`config.mk`:
```
export PLATFORM = sky130hd
export DESIGN_NAME = clipped_vertical_gradient_fill
export DESIGN_NICKNAME = d
export VERILOG_FILES = /design/src/hw/rtl/cvgf_pkg.sv /design/src/hw/rtl/clipped_vertical_gradient_fill.sv
export SDC_FILE = /design/constraint.sdc
export NUM_CORES = 2
export LEC_CHECK = 0
export ABC_CLOCK_PERIOD_IN_PS = 27100
export BUFFER_PORTS_ARGS = -buffer_cell sky130_fd_sc_hd__buf_4
export CORE_MARGIN = 8
export CORE_UTILIZATION = 35
export DETAILED_ROUTE_END_ITERATION = 12
export GPL_ROUTABILITY_DRIVEN = 0
export PLACE_DENSITY = 0.59
export RECOVER_POWER = 25
export SLEW_MARGIN = 25
export SYNTH_ARGS = -nofsm -noshare
export SYNTH_HDL_FRONTEND = slang
export SYNTH_SLANG_ARGS = --single-unit
```
`constraint.sdc`:
```
create_clock -name aclk -period 27.1 [get_ports aclk]
set_clock_uncertainty 0.2 [all_clocks]
set_input_delay 5.42 -clock aclk [delete_from_list [all_inputs] [get_ports aclk]]
set_output_delay 5.42 -clock aclk [all_outputs]
set_load 0.02 [all_outputs]
```
`src/hw/rtl/cvgf_pkg.sv`:
```
`default_nettype none
// ----------------------------------------------------------------------------
// cvgf_pkg: shared types and codes for the clipped vertical gradient fill
// Item layouts for both channels, result status codes, register indexes and
// the default surface dimension limit.
// ----------------------------------------------------------------------------
package cvgf_pkg;

    // Default limit on surface width and height, in pixels.
    localparam int CVGF_MAX_DIM = 4096;

    // Operation codes of an input item.
    localparam logic OP_START = 1'b0;
    localparam logic OP_NEXT  = 1'b1;

    // Result status codes.
    localparam logic [1:0] STAT_ROW     = 2'd0;
    localparam logic [1:0] STAT_EMPTY   = 2'd1;
    localparam logic [1:0] STAT_INVALID = 2'd2;
    localparam logic [1:0] STAT_IDLE    = 2'd3;

    // Configuration register indexes.
    localparam int CFG_IDX_W = 3;
    localparam logic [CFG_IDX_W-1:0] CFG_BASE   = 3'd0;
    localparam logic [CFG_IDX_W-1:0] CFG_WIDTH  = 3'd1;
    localparam logic [CFG_IDX_W-1:0] CFG_HEIGHT = 3'd2;
    localparam logic [CFG_IDX_W-1:0] CFG_STRIDE = 3'd3;
    localparam logic [CFG_IDX_W-1:0] CFG_VALID  = 3'd4;

    typedef struct packed {
        logic               operation;
        logic signed [15:0] rect_x;
        logic signed [15:0] rect_y;
        logic signed [15:0] rect_w;
        logic signed [15:0] rect_h;
        logic [31:0]        top_color;
        logic [31:0]        bottom_color;
    } cvgf_in_t;

    typedef struct packed {
        logic [1:0]  status;
        logic [31:0] row_address;
        logic [12:0] span_words;
        logic [31:0] pixel_value;
        logic        last_row;
    } cvgf_out_t;

endpackage : cvgf_pkg
`default_nettype wire

```
`src/hw/rtl/clipped_vertical_gradient_fill.sv`:
```
`default_nettype none
// ----------------------------------------------------------------------------
// clipped_vertical_gradient_fill: row span generator with vertical gradient
// Clips a fill rectangle to the surface and hands out one row span or status
// per item, with the row colour interpolated over the clipped height.
// ----------------------------------------------------------------------------
// A start item (operation 0) clips its rectangle against the surface and
// returns the first row span; each next item (operation 1) returns the
// following row, with last_row marking the final one. Every item yields
// exactly one result item. The block takes one item at a time and takes no
// new item until the result of the last one has moved to the output
// register. A next item runs the shared restoring divider, which resolves
// one quotient bit per cycle over a 21-bit dividend, once for each of the R,
// G and B channels, with a setup state before and a finish state after each
// division; a start item that draws first clips its rectangle and works out
// the first row address. A start item that is rejected (invalid surface or
// empty rectangle) and a next item with no fill active go straight to the
// output. A result sits in an output register until it is taken, and the
// block already accepts the next item while it waits. Configuration
// registers are written through the plain write port and should only be
// changed while the block is idle.
module clipped_vertical_gradient_fill
    import cvgf_pkg::*;
#(
    parameter int MAX_DIM = CVGF_MAX_DIM
) (
    input  wire logic                 aclk,
    input  wire logic                 aresetn,

    input  wire logic                 cfg_wr_en,
    input  wire logic [CFG_IDX_W-1:0] cfg_addr,
    input  wire logic [31:0]          cfg_wdata,

    input  wire logic                 s_valid,
    output logic                      s_ready,
    input  wire cvgf_in_t             s_item,

    output logic                      m_valid,
    input  wire logic                 m_ready,
    output cvgf_out_t                 m_item
);

    // Register fields are 13 bits wide, so the effective limit never exceeds
    // what such a field can hold.
    localparam logic [12:0] DIM_CLAMP = 13'((MAX_DIM > 8191) ? 8191 : MAX_DIM);

    // Dividend width: an 8-bit colour difference times a 13-bit row index.
    localparam int DVD_W     = 21;
    localparam int DIV_STEPS = DVD_W;
    localparam int CNT_W     = $clog2(DIV_STEPS);

    // Sequencer states.
    localparam logic [3:0] ST_IDLE = 4'd0;  // waiting for an item
    localparam logic [3:0] ST_EVAL = 4'd1;  // decode and clip
    localparam logic [3:0] ST_ADDR = 4'd2;  // first row offset product
    localparam logic [3:0] ST_BASE = 4'd3;  // first row address sum
    localparam logic [3:0] ST_MUL  = 4'd4;  // channel numerator setup
    localparam logic [3:0] ST_DIV  = 4'd5;  // one quotient bit per cycle
    localparam logic [3:0] ST_FIN  = 4'd6;  // sign fix and channel store
    localparam logic [3:0] ST_EMIT = 4'd7;  // assemble the row span
    localparam logic [3:0] ST_OUT  = 4'd8;  // hand result to the output

    // Configuration registers.
    logic [31:0] base_reg;
    logic [12:0] sw_reg;
    logic [12:0] sh_reg;
    logic [15:0] stride_reg;
    logic        svalid_reg;

    // Fill state.
    logic        fill_active_reg;
    logic [12:0] row_reg;
    logic [12:0] height_reg;
    logic [12:0] width_reg;
    logic [31:0] addr_reg;
    logic [23:0] start_rgb_reg;
    logic [23:0] end_rgb_reg;

    // Sequencer and datapath registers.
    logic [3:0]       state_reg;
    cvgf_in_t         in_reg;
    logic [12:0]      x_reg;
    logic [12:0]      y_reg;
    logic [28:0]      prod_reg;
    logic [1:0]       chan_reg;
    logic [DVD_W-1:0] dvd_reg;
    logic [12:0]      rem_reg;
    logic [12:0]      den_reg;
    logic             neg_reg;
    logic [CNT_W-1:0] cnt_reg;
    logic [23:0]      px_reg;
    cvgf_out_t        res_reg;

    logic             m_valid_reg;
    cvgf_out_t        m_item_reg;

    // ------------------------------------------------------------------
    // Clipping. Negative origins shrink the size; spans that run past the
    // surface are cut back to its edge.
    // ------------------------------------------------------------------
    logic signed [17:0] cx, cy, cw, ch, sw18, sh18;
    logic [12:0]        sw_lim, sh_lim;
    logic               clip_empty;

    always_comb begin
        sw_lim = (sw_reg > DIM_CLAMP) ? DIM_CLAMP : sw_reg;
        sh_lim = (sh_reg > DIM_CLAMP) ? DIM_CLAMP : sh_reg;
        sw18   = signed'({5'b0, sw_lim});
        sh18   = signed'({5'b0, sh_lim});
        cx     = {{2{in_reg.rect_x[15]}}, in_reg.rect_x};
        cy     = {{2{in_reg.rect_y[15]}}, in_reg.rect_y};
        cw     = {{2{in_reg.rect_w[15]}}, in_reg.rect_w};
        ch     = {{2{in_reg.rect_h[15]}}, in_reg.rect_h};
        if (cx < 0) begin
            cw = cw + cx;
            cx = '0;
        end
        if (cy < 0) begin
            ch = ch + cy;
            cy = '0;
        end
        if (cx + cw > sw18) begin
            cw = sw18 - cx;
        end
        if (cy + ch > sh18) begin
            ch = sh18 - cy;
        end
        clip_empty = (in_reg.rect_w <= 0) || (in_reg.rect_h <= 0) ||
                     (cw <= 0) || (ch <= 0);
    end

    // ------------------------------------------------------------------
    // Channel selection and the shared divider step.
    // ------------------------------------------------------------------
    logic [7:0]         c0, c1;
    logic signed [8:0]  diff;
    logic [7:0]         diff_mag;
    logic [12:0]        row_num;
    logic [13:0]        trial;
    logic               qbit;
    logic signed [22:0] qs;
    logic signed [22:0] csum;
    logic [7:0]         cval;
    logic               last_row;

    always_comb begin
        unique case (chan_reg)
            2'd0: begin
                c0 = start_rgb_reg[23:16];
                c1 = end_rgb_reg[23:16];
            end
            2'd1: begin
                c0 = start_rgb_reg[15:8];
                c1 = end_rgb_reg[15:8];
            end
            default: begin
                c0 = start_rgb_reg[7:0];
                c1 = end_rgb_reg[7:0];
            end
        endcase
        diff     = signed'({1'b0, c1}) - signed'({1'b0, c0});
        diff_mag = diff[8] ? 8'(-diff) : diff[7:0];
        row_num  = (height_reg > 13'd1) ? row_reg : 13'd0;

        trial = {rem_reg, dvd_reg[DVD_W-1]};
        qbit  = (trial >= {1'b0, den_reg});

        qs   = neg_reg ? -signed'({2'b0, dvd_reg}) : signed'({2'b0, dvd_reg});
        csum = signed'({15'b0, c0}) + qs;
        if (csum < 0) begin
            cval = 8'd0;
        end else if (csum > 23'sd255) begin
            cval = 8'hFF;
        end else begin
            cval = csum[7:0];
        end

        last_row = ({1'b0, row_reg} + 14'd1 >= {1'b0, height_reg});
    end

    // ------------------------------------------------------------------
    // Sequencer, registers and output stage.
    // ------------------------------------------------------------------
    always_ff @(posedge aclk) begin
        if (!aresetn) begin
            base_reg        <= '0;
            sw_reg          <= '0;
            sh_reg          <= '0;
            stride_reg      <= '0;
            svalid_reg      <= 1'b0;
            fill_active_reg <= 1'b0;
            row_reg         <= '0;
            height_reg      <= '0;
            width_reg       <= '0;
            addr_reg        <= '0;
            start_rgb_reg   <= '0;
            end_rgb_reg     <= '0;
            state_reg       <= ST_IDLE;
            chan_reg        <= '0;
            cnt_reg         <= '0;
            m_valid_reg     <= 1'b0;
        end else begin
            if (cfg_wr_en) begin
                unique case (cfg_addr)
                    CFG_BASE:   base_reg   <= cfg_wdata;
                    CFG_WIDTH:  sw_reg     <= cfg_wdata[12:0];
                    CFG_HEIGHT: sh_reg     <= cfg_wdata[12:0];
                    CFG_STRIDE: stride_reg <= cfg_wdata[15:0];
                    CFG_VALID:  svalid_reg <= cfg_wdata[0];
                    default: ;
                endcase
            end

            // A new result fills the output register once it is free or
            // being taken; otherwise a taken result empties it.
            if ((state_reg == ST_OUT) && (!m_valid_reg || m_ready)) begin
                m_valid_reg <= 1'b1;
            end else if (m_valid_reg && m_ready) begin
                m_valid_reg <= 1'b0;
            end

            unique case (state_reg)
                ST_IDLE: begin
                    if (s_valid) begin
                        in_reg    <= s_item;
                        state_reg <= ST_EVAL;
                    end
                end
                ST_EVAL: begin
                    chan_reg <= '0;
                    if (in_reg.operation == OP_NEXT) begin
                        if (!fill_active_reg) begin
                            res_reg   <= '{status: STAT_IDLE, default: '0};
                            state_reg <= ST_OUT;
                        end else begin
                            state_reg <= ST_MUL;
                        end
                    end else begin
                        fill_active_reg <= 1'b0;
                        if (!svalid_reg) begin
                            res_reg   <= '{status: STAT_INVALID, default: '0};
                            state_reg <= ST_OUT;
                        end else if (clip_empty) begin
                            res_reg   <= '{status: STAT_EMPTY, default: '0};
                            state_reg <= ST_OUT;
                        end else begin
                            x_reg         <= cx[12:0];
                            y_reg         <= cy[12:0];
                            width_reg     <= cw[12:0];
                            height_reg    <= ch[12:0];
                            row_reg       <= '0;
                            start_rgb_reg <= in_reg.top_color[23:0];
                            end_rgb_reg   <= in_reg.bottom_color[23:0];
                            state_reg     <= ST_ADDR;
                        end
                    end
                end
                ST_ADDR: begin
                    prod_reg  <= y_reg * stride_reg;
                    state_reg <= ST_BASE;
                end
                ST_BASE: begin
                    addr_reg        <= base_reg + {3'b0, prod_reg} + {17'b0, x_reg, 2'b00};
                    fill_active_reg <= 1'b1;
                    state_reg       <= ST_MUL;
                end
                ST_MUL: begin
                    dvd_reg   <= diff_mag * row_num;
                    neg_reg   <= diff[8];
                    rem_reg   <= '0;
                    den_reg   <= (height_reg > 13'd1) ? height_reg - 13'd1 : 13'd1;
                    cnt_reg   <= '0;
                    state_reg <= ST_DIV;
                end
                ST_DIV: begin
                    rem_reg <= qbit ? 13'(trial - {1'b0, den_reg}) : trial[12:0];
                    dvd_reg <= {dvd_reg[DVD_W-2:0], qbit};
                    cnt_reg <= cnt_reg + 1'b1;
                    if (cnt_reg == CNT_W'(DIV_STEPS - 1)) begin
                        state_reg <= ST_FIN;
                    end
                end
                ST_FIN: begin
                    unique case (chan_reg)
                        2'd0:    px_reg[23:16] <= cval;
                        2'd1:    px_reg[15:8]  <= cval;
                        default: px_reg[7:0]   <= cval;
                    endcase
                    if (chan_reg == 2'd2) begin
                        state_reg <= ST_EMIT;
                    end else begin
                        chan_reg  <= chan_reg + 2'd1;
                        state_reg <= ST_MUL;
                    end
                end
                ST_EMIT: begin
                    res_reg.status      <= STAT_ROW;
                    res_reg.row_address <= addr_reg;
                    res_reg.span_words  <= width_reg;
                    res_reg.pixel_value <= {8'hFF, px_reg};
                    res_reg.last_row    <= last_row;
                    if (last_row) begin
                        fill_active_reg <= 1'b0;
                    end else begin
                        row_reg  <= row_reg + 13'd1;
                        addr_reg <= addr_reg + {16'b0, stride_reg};
                    end
                    state_reg <= ST_OUT;
                end
                ST_OUT: begin
                    // The result moves out once the output register is free.
                    if (!m_valid_reg || m_ready) begin
                        m_item_reg <= res_reg;
                        state_reg  <= ST_IDLE;
                    end
                end
                default: begin
                    state_reg <= ST_IDLE;
                end
            endcase
        end
    end

    assign s_ready = (state_reg == ST_IDLE);
    assign m_valid = m_valid_reg;
    assign m_item  = m_item_reg;

    // ------------------------------------------------------------------
    // Assertions.
    // ------------------------------------------------------------------

    // An active fill always has a row left to emit.
    a_row_in_range: assert property (@(posedge aclk) disable iff (!aresetn)
        fill_active_reg |-> (row_reg < height_reg))
        else $error("active fill row index beyond clipped height");

    // The block takes one item at a time.
    a_one_at_a_time: assert property (@(posedge aclk) disable iff (!aresetn)
        (s_valid && s_ready) |=> !s_ready)
        else $error("input accepted again while busy");

    // Results other than a row span carry zero fields.
    a_zero_fields: assert property (@(posedge aclk) disable iff (!aresetn)
        (m_valid && (m_item.status != STAT_ROW)) |->
            ((m_item.row_address == '0) && (m_item.span_words == '0) &&
             (m_item.pixel_value == '0) && (m_item.last_row == 1'b0)))
        else $error("non-row result with nonzero fields");

    // The divider never runs past its last step.
    a_div_count: assert property (@(posedge aclk) disable iff (!aresetn)
        (state_reg == ST_DIV) |-> (cnt_reg <= CNT_W'(DIV_STEPS - 1)))
        else $error("divider step count overran");

endmodule : clipped_vertical_gradient_fill
`default_nettype wire

```
# Word-level counts from Yosys, hierarchy flattened
# Index checks and enable logic that the tools add are counted.
# op_classes
n_eq_ne,26
order_cmp,15
n_reduce_logical,38
add_sub_neg,19
bitwise,3
mux,47
n_mul,2
# ops
operator,n
80-bit 2-to-1 mux,4
80-bit case mux with 2 select lines,1
18-bit 2-to-1 mux,6
13-bit 2-to-1 mux,8
32-bit case mux with 2 select lines,1
13-bit case mux with 2 select lines,2
21-bit case mux with 2 select lines,1
18-bit adder,2
18-bit by 14-bit > comparator with 1-bit output,2
"18-bit by 1-bit less-or-equal comparator with 1-bit output, second input constant",2
4-bit case mux with 9 select lines,1
14-bit by 18-bit subtractor with 18-bit output,2
16-bit by 16-bit adder with 17-bit output,2
32-bit by 15-bit adder with 32-bit output,1
32-bit by 16-bit adder with 32-bit output,1
32-bit by 29-bit adder with 32-bit output,1
"16-bit by 1-bit less-or-equal comparator with 1-bit output, second input constant",2
"16-bit by 1-bit < comparator with 1-bit output, second input constant",2
32-bit 2-to-1 mux,1
8-bit case mux with 2 select lines,2
13-bit by 16-bit multiplier with 29-bit output,1
14-bit by 13-bit >= comparator with 1-bit output,2
4-bit 2-to-1 mux,7
"13-bit > comparator, second input constant",2
49 further kinds,94
# word_totals
input_bits,169
word_cells,193
out_inout_bits,82
register_bits,607

# Depth between registers and ports, before layout
# depth
ltp_word,12
mapped_depth,40

# Worst setup path after synthesis
# Ideal clock, no wire load.
# synth_timing
kind,input -> register
start,input port aresetn
end,"register m_item_reg (netlist bit m_item[0]), enable pin"
n_path_buf,2
stages,4
arrival_time_ps,11238
setup_slack_ps,15053
path_cell_list,inv_1 -> clkbuf_1 -> clkbuf_1 -> nor3b_1
# synth_via
elab_chain_cells,1
# synth_rtl
item,line_no,rtl
"start, declared",clipped_vertical_gradient_fill.sv:28,"input wire logic aresetn,"
3-bit AND reduction (no line),n/a,
"end signal, assigned",clipped_vertical_gradient_fill.sv:313,m_item_reg <= res_reg;
"end, declared",clipped_vertical_gradient_fill.sv:95,cvgf_out_t m_item_reg;
# Every way passes these cells.
# A chain may end at the register's enable or synchronous reset.

# Final worst setup path
# layout_timing
start,register in_reg[127] in the netlist's numbering
end,"register res_reg[13] in the netlist's numbering, enable pin"
# layout_via
elab_chain_cells,10
# layout_rtl
item,line_no,rtl
"start, declared",clipped_vertical_gradient_fill.sv:81,cvgf_in_t in_reg;
"start signal, assigned",clipped_vertical_gradient_fill.sv:225,in_reg <= s_item;
16-bit by 16-bit adder with 17-bit output / 16-bit by 1-bit < comparator with 1-bit output (equally long branches),"clipped_vertical_gradient_fill.sv:115, clipped_vertical_gradient_fill.sv:114",
18-bit 2-to-1 mux,clipped_vertical_gradient_fill.sv:114,if (cx < 0) begin
18-bit adder,clipped_vertical_gradient_fill.sv:122,if (cx + cw > sw18) begin
18-bit by 14-bit > comparator with 1-bit output,clipped_vertical_gradient_fill.sv:122,
18-bit 2-to-1 mux *,clipped_vertical_gradient_fill.sv:122,
18-bit by 1-bit less-or-equal comparator with 1-bit output *,clipped_vertical_gradient_fill.sv:129,(cw <= 0) || (ch <= 0);
1-bit logical OR *,clipped_vertical_gradient_fill.sv:128,clip_empty = (in_reg.rect_w <= 0) || (in_reg.rect_h <= 0) ||
1-bit logical OR *,clipped_vertical_gradient_fill.sv:129,
4-bit != test (no line) *,n/a,
4-bit AND reduction (no line) *,n/a,
"end, declared",clipped_vertical_gradient_fill.sv:92,cvgf_out_t res_reg;
# Mark *: on every way between the ends. The rest lies on a longest branch, timed or not.

==> metrics.txt <==
ANT cells 0; Pins Over Slew Limit 219; reg2reg start in_reg[127]; Yosys cell types around 90; Synth Area in Simple Gates 0.165; Final Hold Viols 0; most frequent cells in the layout nand2_1 (544), inv_1 (408), edfxtp_1 (386), ha_1 (344), a21oi_1 (331); hold_buf cts 0; RR Endpoint res_reg[13]; Initial Util 0.353; final-report setup violation count 0; crit path capture type register; htree depth 3; Most used DFF post-synth edfxtp_1; Crit path max-delay family compound AO/OA/AOI/OAI gates; Period minus WS final between 10,000 and 15,000 ps; CP peak stage delay 1050 ps; Req. time, crit path around 27,000 ps; Synth Area in Compound Gates 0.149; Max Root-Sink Buffers 3; Post-Place Cells around 6,000; fmax ~95 MHz; Die W 364 microns; total track usage 0.172; Post-Synth XOR/XNOR Area 0.0333; Num CTS Buffers 73; first-pass GRT wire length roughly 180,000 microns; leakage 20.0 nW; violated checks capacitance limit, slew limit; Mapped Nets 5,214; antenna violations before repair 1; yosys warns 0; ANT nets after route 0; Wirelength per Cell between 15 and 20 microns; most common cell after layout, fill and taps aside nand2_1; RSZ-0062 raised after global routing false; 1st-iter DRT viols 2,369; cell count of the worst hold path 0; largest family of logic cells by synthesized area adder cells; period utilization 0.387; Post-Layout Cell Count 6,265; max-cap viol count 4; Hold Path End m_item[42]; P_sw 568 uW; Clock Power Share 0.437; DIE HEIGHT 364 microns; NumNets Final 5,352; Critical-path top delay cell clkinv_1; Syn Inst Count 4,457; DRC Markers 0; CP Class register to register; crit path buf inv count 4; Hold Path Class register to register; Top Ports 251; CP Data Arrival Time 10,540 ps; postcts setup bufs 0; Post-synth EDFFs 386; FF-to-FF setup slack 16,610 ps; total stage count of the critical path 24; largest net degree at the start of global routing 98; startpoint types register; status complete, but fails checks; sequential share of power 0.448; R2R depth 24; TritonRoute pass-1 iters 5; switching share of power 0.258; Mean Syn Cell Area 9.51 sq um; synthesized cell area 0.0424 sq mm; Post-synth ARST share 0; relative slew slack -1.67; Pint between 1.5 and 2 mW; die footprint 0.133 sq mm; share of cells above drive strength 1 0.0920; Combinational Power Share 0.115; Sum Neg Setup Slack 0 ps; Synth-to-Final Area Change 13.3%; Vias/cell 5.26; HPWL Detailed 87,900 microns; Worst-Margin Slew roughly 4000 ps; vias in the first global route 32,106; worst-path maximum fanout between 70 and 80; Clock Latency Late Sink 650 ps; I/O Buffers 234; mux contribution to synthesized area 0.00865; DRT Wirelength approximately 120,000 microns; Worst-path clk slew roughly 60 ps; min-delay src res_reg[42]; Via Count 32,933; CTS root buffer clkbuf_16; Peak VDD IR 0.0457 mV; critical path cell sequence clkbuf_1, clkinv_1, or3_1, o211ai_1, ha_1, a21oi_1, nand3b_1, o211ai_2, nand2_1, xnor2_1, ha_1, a21o_1, a21oi_1, nand3_1, o21ai_0, nand4b_1, a2111oi_0, a211o_1, nand4bb_1, nand3_2, buf_4, o31ai_1, a21oi_4, buf_4; power density cells 45.9 mW/mm^2; grt ovf 0; number of synthesized register bits between 500 and 600; Core Footprint 0.120 sq mm; CTS tree done; max FFs per register about 110; CTS sink cnt between 500 and 600; num rows around 130; area share of fa/ha/maj cells after synthesis 0.217; Resized Gates After CTS 0; post-synthesis sequential area ratio 0.371
==> per-stage QoR <==
stage          worst slack (ps)  cell area [sq um]  hold WS [ps]  power (mW)   util
6_report                  16610              48000           209        2.20  0.400
5_1_grt                   15690              48000           210        2.29  0.400
4_1_cts                   17490              48000           215        2.23  0.400
3_5_place_dp              17560              45700           205        1.26  0.381
3_3_place_gp              17560              45700           203        1.25  0.381
2_1_floorplan             15050              42400           200        1.17      -
==> cell families after synthesis <==
logic type / count (synthesis)
AOI/OAI and AO/OA: 998
buffers and inverters: 611
muxes: 35
DFF: 593
and+or+nand+nor: 1471
adders and majority gates: 588
xor gates and xnor gates: 161
==> cells in the mapped netlist, types with 16 or more instances <==
| master | number | area, sq um |
|---|---|---|
| a211oi_1 | 43 | 323 |
| dfxtp_1 | 207 | 4140 |
| and2_1 | 159 | 995 |
| o31ai_1 | 26 | 195 |
| xnor2_1 | 105 | 920 |
| nor3_1 | 65 | 325 |
| nand4_1 | 25 | 156 |
| mux2i_1 | 22 | 220 |
| a21o_1 | 72 | 541 |
| a21oi_1 | 332 | 1660 |
| o211ai_1 | 32 | 240 |
| nor4_1 | 27 | 169 |
| nand2b_1 | 30 | 188 |
| or3_1 | 26 | 163 |
| or4_1 | 16 | 120 |
| fa_1 | 244 | 4880 |
| o21bai_1 | 27 | 203 |
| and3_1 | 34 | 213 |
| edfxtp_1 | 386 | 11600 |
| nor2b_1 | 56 | 350 |
| inv_1 | 409 | 1540 |
| xor2_1 | 56 | 490 |
| nand3_1 | 198 | 991 |
| o21a_1 | 58 | 435 |
| nor2_1 | 238 | 893 |
| clkbuf_1 | 162 | 608 |
| o21ai_0 | 212 | 1060 |
| nand2_1 | 544 | 2040 |
| ha_1 | 344 | 4300 |
| a31oi_1 | 18 | 113 |
==> worst max path at each step <==
stage	to	slack, ps	from
2_1_floorplan	m_item[0]	15050	aresetn
3_3_place_gp	dvd_reg[20]	17560	chan_reg[0]
3_5_place_dp	dvd_reg[20]	17560	chan_reg[0]
4_1_cts	dvd_reg[20]	17490	chan_reg[0]
5_1_grt	res_reg[12]	15690	in_reg[127]
6_report	res_reg[13]	16610	in_reg[127]
==> final cells by class <==
class,instances,area [sq um]
repair buffers,263,1950
inverters,411,1550
clock buffers,95,2010
flip-flops and latches,593,15700
multi-input cells,3253,24400
well taps,1612,2020
fillers,11870,72000
clock inverters,38,338
==> power groups by stage <==
stage,clock network [mW],logic (mW),registers (mW)
floorplan,0,0.170,1.00
global placement,0,0.247,1.01
detailed placement,0,0.250,1.01
CTS,0.991,0.251,0.987
global route,1.02,0.281,0.988
finish,0.962,0.253,0.987
==> per-layer routing <==
| metal | vias up | share of wire | GRT usage |
|---|---|---|---|
| li1 | 15869 | - | - |
| met1 | 15895 | 0.47 | 0.241 |
| met2 | 992 | 0.45 | 0.275 |
| met3 | 177 | 0.059 | 0.0285 |
| met4 | 0 | 0.025 | 0.0446 |
| met5 | - | 0 | 0 |
Note: power is estimated with default switching activity, not from simulation.
